`src/hw/rtl/tlv_pkg.sv`:
```
// package for the tlv metadata parser: word types and result codes
`timescale 1ns / 1ps
`default_nettype none

package tlv_pkg;

   typedef enum logic [1:0] {
      KIND_VALUE = 2'd0,
      KIND_EMPTY = 2'd1,
      KIND_ERROR = 2'd2
   } kind_type;

   typedef enum logic [1:0] {
      ERR_NONE      = 2'd0,
      ERR_VERSION   = 2'd1,
      ERR_PREMATURE = 2'd2
   } error_code_type;

   typedef struct packed {
      logic [7:0] data_byte;
      logic       last_byte;
   } req_word_type;

   typedef struct packed {
      kind_type       kind;
      logic [7:0]     entry_type;
      logic [7:0]     value_byte;
      logic [15:0]    value_index;
      logic           entry_end;
      error_code_type error_code;
   } rsp_word_type;

   localparam logic [7:0] EXPECTED_VERSION_RESET = 8'd1;

endpackage

`default_nettype wire

```
`src/hw/rtl/tlv_metadata_parser.sv`:
```
// top level of the tlv metadata parser
`timescale 1ns / 1ps
`default_nettype none

// tlv metadata parser
// - req channel: one byte of a metadata block per word, last_byte marks the
//   final byte; the first byte is a version checked against the csr register
// - after the version come entries: type byte, big-endian 16-bit length,
//   then that many value bytes
// - rsp channel: one word per value byte (type, index, end mark), one word
//   per empty entry, one error word on version mismatch or a block that ends
//   inside an entry; bytes after a version error are dropped silently
// - csr channel: writes expected_version, always ready; write only while idle
// - each result word is registered into the output reg, or into the skid reg when a result already waits
// - throughput: one byte per cycle while req_ready is high; the parse step is a single phase update
//   plus a 16-bit decrement and increment between the byte and the result reg
// - a two-entry result queue (output reg plus skid reg) sits on rsp, so bytes
//   keep flowing while one result waits; req_ready drops only when both are
//   full, i.e. from the cycle after a new result meets a stalled output reg
// - reset: phase back to expecting a version byte, expected_version back to
//   1, result queue empty
module tlv_metadata_parser (
   input  wire                   clock,
   input  wire                   reset,
   input  wire                   req_valid,
   output logic                  req_ready,
   input  wire tlv_pkg::req_word_type req_data,
   output logic                  rsp_valid,
   input  wire                   rsp_ready,
   output tlv_pkg::rsp_word_type rsp_data,
   input  wire                   csr_valid,
   output logic                  csr_ready,
   input  wire [7:0]             csr_data
);
   import tlv_pkg::*;

   // parse phase, one-hot
   typedef enum logic [5:0] {
      PH_VERSION = 6'b000001,
      PH_TYPE    = 6'b000010,
      PH_LEN_HI  = 6'b000100,
      PH_LEN_LO  = 6'b001000,
      PH_VALUE   = 6'b010000,
      PH_DROP    = 6'b100000
   } phase_type;

   phase_type    phase_ff, phase_in;
   logic [7:0]   cur_type_ff, cur_type_in;
   logic [7:0]   len_hi_ff, len_hi_in;
   logic [15:0]  bytes_left_ff, bytes_left_in;
   logic [15:0]  byte_pos_ff, byte_pos_in;
   logic [7:0]   exp_version_ff;

   // result queue: output reg and skid reg
   logic         out_valid_ff, out_valid_in;
   rsp_word_type out_word_ff, out_word_in;
   logic         skid_valid_ff, skid_valid_in;
   rsp_word_type skid_word_ff, skid_word_in;

   logic         req_take;
   logic         rsp_take;
   logic         res_valid;
   rsp_word_type res_word;
   logic         new_res;
   logic [15:0]  entry_len;
   logic         value_end;

   assign req_ready = !skid_valid_ff;
   assign req_take  = req_valid && req_ready;
   assign rsp_valid = out_valid_ff;
   assign rsp_data  = out_word_ff;
   assign rsp_take  = out_valid_ff && rsp_ready;
   assign csr_ready = 1'b1;

   assign entry_len = {len_hi_ff, req_data.data_byte};
   assign value_end = (bytes_left_ff <= 16'd1);

   // one parse step for the byte on req_data
   always_comb begin
      phase_in      = phase_ff;
      cur_type_in   = cur_type_ff;
      len_hi_in     = len_hi_ff;
      bytes_left_in = bytes_left_ff;
      byte_pos_in   = byte_pos_ff;
      res_valid     = 1'b0;
      res_word      = '{kind: KIND_ERROR, entry_type: cur_type_ff, value_byte: 8'd0,
                        value_index: 16'd0, entry_end: 1'b0, error_code: ERR_PREMATURE};
      unique case (phase_ff)
         PH_VERSION: begin
            if (req_data.data_byte != exp_version_ff) begin
               res_valid           = 1'b1;
               res_word.entry_type = 8'd0;
               res_word.error_code = ERR_VERSION;
               phase_in = req_data.last_byte ? PH_VERSION : PH_DROP;
            end else begin
               phase_in = req_data.last_byte ? PH_VERSION : PH_TYPE;
            end
         end
         PH_TYPE: begin
            cur_type_in         = req_data.data_byte;
            res_word.entry_type = req_data.data_byte;
            if (req_data.last_byte) begin
               res_valid = 1'b1;
               phase_in  = PH_VERSION;
            end else begin
               phase_in  = PH_LEN_HI;
            end
         end
         PH_LEN_HI: begin
            len_hi_in = req_data.data_byte;
            if (req_data.last_byte) begin
               res_valid = 1'b1;
               phase_in  = PH_VERSION;
            end else begin
               phase_in  = PH_LEN_LO;
            end
         end
         PH_LEN_LO: begin
            if (entry_len == 16'd0) begin
               // empty entry
               res_valid           = 1'b1;
               res_word.kind       = KIND_EMPTY;
               res_word.entry_end  = 1'b1;
               res_word.error_code = ERR_NONE;
               phase_in = req_data.last_byte ? PH_VERSION : PH_TYPE;
            end else if (req_data.last_byte) begin
               res_valid = 1'b1;
               phase_in  = PH_VERSION;
            end else begin
               bytes_left_in = entry_len;
               byte_pos_in   = 16'd0;
               phase_in      = PH_VALUE;
            end
         end
         PH_VALUE: begin
            res_valid            = 1'b1;
            res_word.value_index = byte_pos_ff;
            if (req_data.last_byte && !value_end) begin
               // block ends inside the value, byte replaced by error
               phase_in = PH_VERSION;
            end else begin
               res_word.kind       = KIND_VALUE;
               res_word.value_byte = req_data.data_byte;
               res_word.entry_end  = value_end;
               res_word.error_code = ERR_NONE;
               byte_pos_in         = byte_pos_ff + 16'd1;
               if (value_end) begin
                  bytes_left_in = 16'd0;
                  phase_in = req_data.last_byte ? PH_VERSION : PH_TYPE;
               end else begin
                  bytes_left_in = bytes_left_ff - 16'd1;
               end
            end
         end
         default: begin
            // drop phase: skip to end of block
            phase_in = req_data.last_byte ? PH_VERSION : PH_DROP;
         end
      endcase
   end

   assign new_res = req_take && res_valid;

   // result queue steering
   always_comb begin
      out_valid_in  = out_valid_ff;
      out_word_in   = out_word_ff;
      skid_valid_in = skid_valid_ff;
      skid_word_in  = skid_word_ff;
      if (!out_valid_ff || rsp_take) begin
         if (skid_valid_ff) begin
            out_valid_in  = 1'b1;
            out_word_in   = skid_word_ff;
            skid_valid_in = new_res;
            skid_word_in  = res_word;
         end else begin
            out_valid_in  = new_res;
            out_word_in   = res_word;
         end
      end else if (new_res) begin
         skid_valid_in = 1'b1;
         skid_word_in  = res_word;
      end
   end

   always_ff @(posedge clock) begin
      if (reset) begin
         phase_ff       <= PH_VERSION;
         cur_type_ff    <= 8'd0;
         len_hi_ff      <= 8'd0;
         bytes_left_ff  <= 16'd0;
         byte_pos_ff    <= 16'd0;
         exp_version_ff <= EXPECTED_VERSION_RESET;
         out_valid_ff   <= 1'b0;
         skid_valid_ff  <= 1'b0;
      end else begin
         if (req_take) begin
            phase_ff      <= phase_in;
            cur_type_ff   <= cur_type_in;
            len_hi_ff     <= len_hi_in;
            bytes_left_ff <= bytes_left_in;
            byte_pos_ff   <= byte_pos_in;
         end
         if (csr_valid && csr_ready) begin
            exp_version_ff <= csr_data;
         end
         out_valid_ff  <= out_valid_in;
         skid_valid_ff <= skid_valid_in;
      end
   end

   always_ff @(posedge clock) begin
      out_word_ff  <= out_word_in;
      skid_word_ff <= skid_word_in;
   end

   // skid entry only ever sits behind a full output reg
   a_skid_behind_out: assert property (@(posedge clock) disable iff (reset)
      skid_valid_ff |-> out_valid_ff)
      else $error("skid reg valid with empty output reg");

   // inside a value there is always at least one byte to come
   a_value_left: assert property (@(posedge clock) disable iff (reset)
      (phase_ff == PH_VALUE) |-> (bytes_left_ff != 16'd0))
      else $error("value phase with no bytes left");

   // an error result always ends the entry: next phase is version or drop
   a_error_resync: assert property (@(posedge clock) disable iff (reset)
      (new_res && res_word.kind == KIND_ERROR) |=>
         (phase_ff == PH_VERSION || phase_ff == PH_DROP))
      else $error("parser not resynced after error");

   // a result accepted while both queue slots are busy would be lost
   a_no_overflow: assert property (@(posedge clock) disable iff (reset)
      (skid_valid_ff && !rsp_take) |-> !new_res)
      else $error("result queue overflow");

endmodule

`default_nettype wire

```
`config.mk`:
```
export PLATFORM = sky130hd
export DESIGN_NAME = tlv_metadata_parser
export DESIGN_NICKNAME = d
export VERILOG_FILES = /design/src/hw/rtl/tlv_pkg.sv /design/src/hw/rtl/tlv_metadata_parser.sv
export SDC_FILE = /design/constraint.sdc
export NUM_CORES = 1
export LEC_CHECK = 0
export BUFFER_PORTS_ARGS = -buffer_cell sky130_fd_sc_hd__buf_2
export CAP_MARGIN = 20
export CORE_AREA = 8 8 131 133
export CTS_CLUSTER_SIZE = 40
export DETAILED_ROUTE_END_ITERATION = 12
export DIE_AREA = 0 0 139 141
export SLEW_MARGIN = 25
export SYNTH_ARGS = -nofsm -noshare
export SYNTH_HDL_FRONTEND = slang
export SYNTH_SLANG_ARGS = --single-unit
```
`constraint.sdc`:
```
create_clock -name clock -period 16.1 [get_ports clock]
set_clock_uncertainty 0.05 [all_clocks]
set_input_delay 3.22 -clock clock [delete_from_list [all_inputs] [get_ports clock]]
set_output_delay 3.22 -clock clock [all_outputs]
set_load 0.01 [all_outputs]
```
After elaboration in Yosys (flattened, before gate mapping)
Cells that the tools add are included.

Register bits: 138. Bits of input ports: 22. Output and inout bits: 40.

Add/subtract/negate cells: 2. $lt $le $gt $ge: 1. Equality and inequality tests: 11. Muxes and demuxes: 43. Reductions and logical operators: 17.

Operators with widths (count): $mux 37 (4); $mux 16 (7); $pmux 16 s2 (2); $mux 6 (5); $pmux 6 s5 (1); $mux 24 (1); $add 16x1->16 const B (1); $le 16x1->1 const B (1); $logic_not 16->1 (1); $mux 8 (2); $pmux 8 s2 (1); $sub 16x1->16 const B (1); $mux 3 (3); $mux 2 (4); $ne 2x2->1 const B (4); $ne 8x8->1 (1); $reduce_and 2->1 (4); $mux 1 (7); $eq 6x1->1 const B (1); $eq 6x2->1 const B (1); $eq 6x3->1 const B (1); $eq 6x4->1 const B (1); $eq 6x5->1 const B (1); $pmux 2 s3 (1); other kinds (12) (18).

Longest topological paths before layout
Word-level depth: 7. Gate-level depth with buffers: 9.

Worst setup path after synthesis
OpenSTA, ideal clock, no wires.

Kind: in2reg. Start: input rsp_ready. End: register skid_word_ff[0] in the netlist's numbering, enable pin. Setup time: 0.487 ns. Data arrival time: 7.080 ns. Required time: 15.563 ns. Setup slack: 8.483 ns. Cell stages on the path: 2. Buffers on the path: 0. Path through: nand2b_1 o31ai_1.

Cells in the longest elaborated chain, start to end: 4. Elaborated cells on any way between the ends: 5. Classes of those cells: eq/ne: 1; reduce/logical: 4.

RTL lines: start, declared (RTL line tlv_metadata_parser.sv:29) `input wire rsp_ready,`; $logic_and 1x1->1 (*) (RTL line tlv_metadata_parser.sv:72) `assign rsp_take = out_valid_ff && rsp_ready;`; $logic_or 1x1->1 (*) (RTL line tlv_metadata_parser.sv:170) `if (!out_valid_ff || rsp_take) begin`; $ne 2x2->1 (no line) or $reduce_bool 2->1 (tied branches); $reduce_and 2->1 (no line) (*); end signal, assigned (RTL line tlv_metadata_parser.sv:214) `skid_word_ff <= skid_word_in;`; end, declared (RTL line tlv_metadata_parser.sv:58) `rsp_word_type skid_word_ff, skid_word_in;`.

Mark *: on every way between the ends. The rest lies on a longest branch, timed or not. A chain may end at the register's enable or synchronous reset.

Final worst setup path
Start: input req_data[3] in the netlist's numbering. End: register skid_word_ff[10] in the netlist's numbering, enable pin.

Cells in the longest elaborated chain, start to end: 6. Elaborated cells on any way between the ends: 8. Classes of those cells: eq/ne: 1; mux: 3; reduce/logical: 4.

RTL lines: start, declared (RTL line tlv_metadata_parser.sv:27) `input wire tlv_pkg::req_word_type req_data,`; $logic_not 16->1 or $ne 8x8->1 (tied branches) (RTL line tlv_metadata_parser.sv:119, tlv_metadata_parser.sv:90); $mux 1, on equally long branches (RTL line tlv_metadata_parser.sv:119, tlv_metadata_parser.sv:90); $pmux 1 s4 (*) (RTL line tlv_metadata_parser.sv:88) `unique case (phase_ff)`; $logic_and 1x1->1 (*) (RTL line tlv_metadata_parser.sv:162) `assign new_res = req_take && res_valid;`; $reduce_bool 2->1 (no line) (*); $reduce_and 2->1 (no line) (*).

Marks and branches as above.

==> run_results.csv <==
group,metric,value,unit
run_status,outcome,"completed",
critical_path,end_kind,"flip-flop",
route,first_pass_iters,5,
power,ir_worst_vdd,69.9,uV
grt,grt_max_degree,60,
grt,overflow,0,
route,vias,5192,
clock_tree,cts_inserted_buffers,17,
timing,fin_ws,10.76,ns
route,wl_met1,7910,um
timing,slew_headroom,34.5,%
worst_hold_path,hp-class,"flip-flop to flip-flop",
synthesis,synth_ff_type,"edfxtp_1",
clock_tree,cts_sinks,138,
grt,antenna_found_initial,0,
finish,diodes,0,
clock_tree,root_buffer,"clkbuf_16",
critical_path,timing.rr.end,"bytes_left_ff[2]$_SDFFE_PP0P_",
grt,grt_util_all_layers,17.4,%
clock_tree,clk_latency,0.42,ns
placement,pre_cts_slack,10.21,ns
critical_path,critPathKind,"input pin to flip-flop",
synthesis,ys_seq_area_share,53.1,%
clock_tree,htree_num_levels,4,
timing,setup_viol,0,
synthesis,synth.avg_cell_area,10.7,um^2
placement,routabilityCongestion,0.933,
timing,holdWs,0.447,ns
critical_path,cp.required,16.12,ns
timing,final.setup.tns,0,ns
critical_path,cp.arrival,5.36,ns
floorplanning,core,15000,um^2
critical_path,path_max_fanout,36,
critical_path,reg2reg_from,"phase_ff[1]$_SDFFE_PP0P_",
synthesis,synth_edf_count,74,
synthesis,synthesis.nets,642,
route,drt_iter0_drc,599,
route,drt_wl_total,16900,um
floorplanning,start_util,44.1,%
placement,dp_hpwl,11400,um
worst_hold_path,min_path_cells,2,
floorplanning,die_y,141,um
route,via_per_inst,6.00,
clock_tree,postCtsSetupBuffers,0,
synthesis,netlist_top_cells_area,"edfxtp_1 (34%), dfxtp_1 (19%), mux2_2 (6.1%), mux2i_1 (4.2%), and3_1 (3.0%)",
synthesis,yosysUniqueCellTypes,63,
clock_tree,cts_tree,"yes",
worst_hold_path,worstHoldEndpoint,"byte_pos_ff[15]$_SDFFE_PP0P_",
synthesis,synthCells,617,
grt,grt_pass1_wl,27200,um
route,drc_errors,0,
clock_tree,clk_pin_slew,0.05,ns
finish,final_common_cell,"edfxtp_1",
critical_path,r2r_cells,6,
timing,min_period,5.34,ns
timing,hold_viol,0,
synthesis,synth-async-reset-ratio,0,%
synthesis,synth_top_area_share,33.7,%
finish,post_route_cells_drive_above_1_share,22.3,%
synthesis,yosys.area.top_type,"edfxtp_1",
floorplanning,die_area,19600,um^2
timing,fin_crit_sh,33.2,%
synthesis,yosys_warnings,0,
route,ant_nets,0,
synthesis,netlist_area,6600,um^2
route,top_layer,"met4",
grt,first_global_vias,5014,
clock_tree,cts.path.max_buffers,2,
placement,portBuffers,60,
power,power,0.000813,W
timing,rsz0062_at_grt,"false",
power,p_leak,3.16,nW
route,routed-wl-met2,7560,um
timing,worst_pin_slew,0.982,ns
floorplanning,rows,45,
route,wl_met3,1080,um
power,p_per_area,106,nW/um^2
clock_tree,postCtsHoldBufs,0,
finish,final_cell_mix,"edfxtp_1 (74), dfxtp_1 (64), buf_2 (60)",
synthesis,ys_ff_latch,138,
run,maxCapViolations,0,
worst_hold_path,hold_start,"byte_pos_ff[15]$_SDFFE_PP0P_",
finish,final_core_util,51.1,%
finish,area_growth,16.1,%
finish,fillers,1336,
timing,drv_slew,0,
critical_path,startpoint_type,"input pin",
clock_tree,cts-resized-gates,0,
floorplanning,ios,62,
route,routedWlPerCell,19.6,um
floorplanning,die-width,139,um
timing,fmax,187,MHz
finish,nets,691,
critical_path,r2r_slack,13.01,ns
==> layout make-up <==
| cell class | instances | area, um^2 | area share, % |
|---|---|---|---|
| clock inverters | 13 | 154 | 2.01 |
| well taps | 188 | 235 | 3.07 |
| flip-flops and latches | 138 | 3500 | 45.8 |
| inverters | 10 | 37.5 | 0.490 |
| multi-input cells | 428 | 2920 | 38.1 |
| repair buffers | 71 | 383 | 5.00 |
| clock buffers | 17 | 425 | 5.56 |
==> sequential cells by signal (all words and copies together) (netlist names) <==
signal,count
byte_pos_ff,16
rsp_valid,1
skid_valid_ff,1
cur_type_ff,8
skid_word_ff,37
rsp_data,37
len_hi_ff,8
exp_version_ff,8
phase_ff,6
bytes_left_ff,16
==> cells in the mapped netlist (all sizes together) (3+ instances only) <==
library cell,n
a211o,6
a211oi,6
a21oi,28
a22oi,4
and2,3
and3,32
and4,3
buf,12
clkbuf,29
dfxtp,64
edfxtp,74
ha,3
inv,10
mux2,36
mux2i,28
nand2,48
nand2b,23
nand3,15
nand3b,3
nand4,14
nor2,44
nor2b,3
nor3,7
nor4,18
o21ai,25
o311ai,10
o31ai,10
o32ai,7
or2,3
or4,10
xor2,8
==> per-layer routing <==
metal,up-vias,global-route usage [%]
met1,2528,23.1
met2,194,26.3
met3,34,4.49
met5,-,0
met4,0,7.68
li1,2436,-
==> worst max path at each step <==
stage / from / to / cells past startpoint
after floorplan: rsp_ready / skid_word_ff[0]$_DFFE_PP_ / 2
after global placement: req_data[6] / skid_word_ff[6]$_DFFE_PP_ / 8
after detailed placement: req_data[6] / skid_word_ff[6]$_DFFE_PP_ / 8
after CTS: req_data[6] / skid_word_ff[30]$_DFFE_PP_ / 8
after global routing: req_data[3] / skid_word_ff[10]$_DFFE_PP_ / 7
final: req_data[3] / skid_word_ff[10]$_DFFE_PP_ / 7
==> report_power, final <==
part	internal (W)	switching (W)	leakage (nW)	total [W]
logic	0.0000151	0.0000277	1.58	0.0000428
clock network	0.000240	0.000145	0.280	0.000386
registers	0.000381	0.00000345	1.30	0.000384
total	0.000636	0.000177	3.16	0.000813
==> kinds of logic (layout without fill, tap and decap cells) <==
logic type	Yosys count	in the layout	synth area share, %
flip-flops	138	138	53.1
other	1	1	0.0568
XOR/XNOR	9	9	1.19
adder cells (fa/ha/maj)	3	3	0.569
AND/OR/NAND/NOR	234	234	19.5
AO/OA/AOI/OAI	117	117	12.0
multiplexers	64	64	10.4
buffers and inverters	51	111	3.19
==> through the flow <==
| step | std cells | instance area [um^2] |
|---|---|---|
| after floorplan | 617 | 6600 |
| after global placement | 835 | 7070 |
| after detailed placement | 835 | 7070 |
| after CTS | 865 | 7650 |
| after global routing | 865 | 7660 |
| final | 865 | 7660 |
==> worst max-delay path, cell delays in order <==
cell	delay [ns]
buf_2	0.16
nor4_1	0.38
nand4_1	0.44
a21oi_1	0.28
a2111oi_1	0.12
o31ai_4	0.29
buf_4	0.45
No activity file was read; power rests on OpenSTA's default activity.
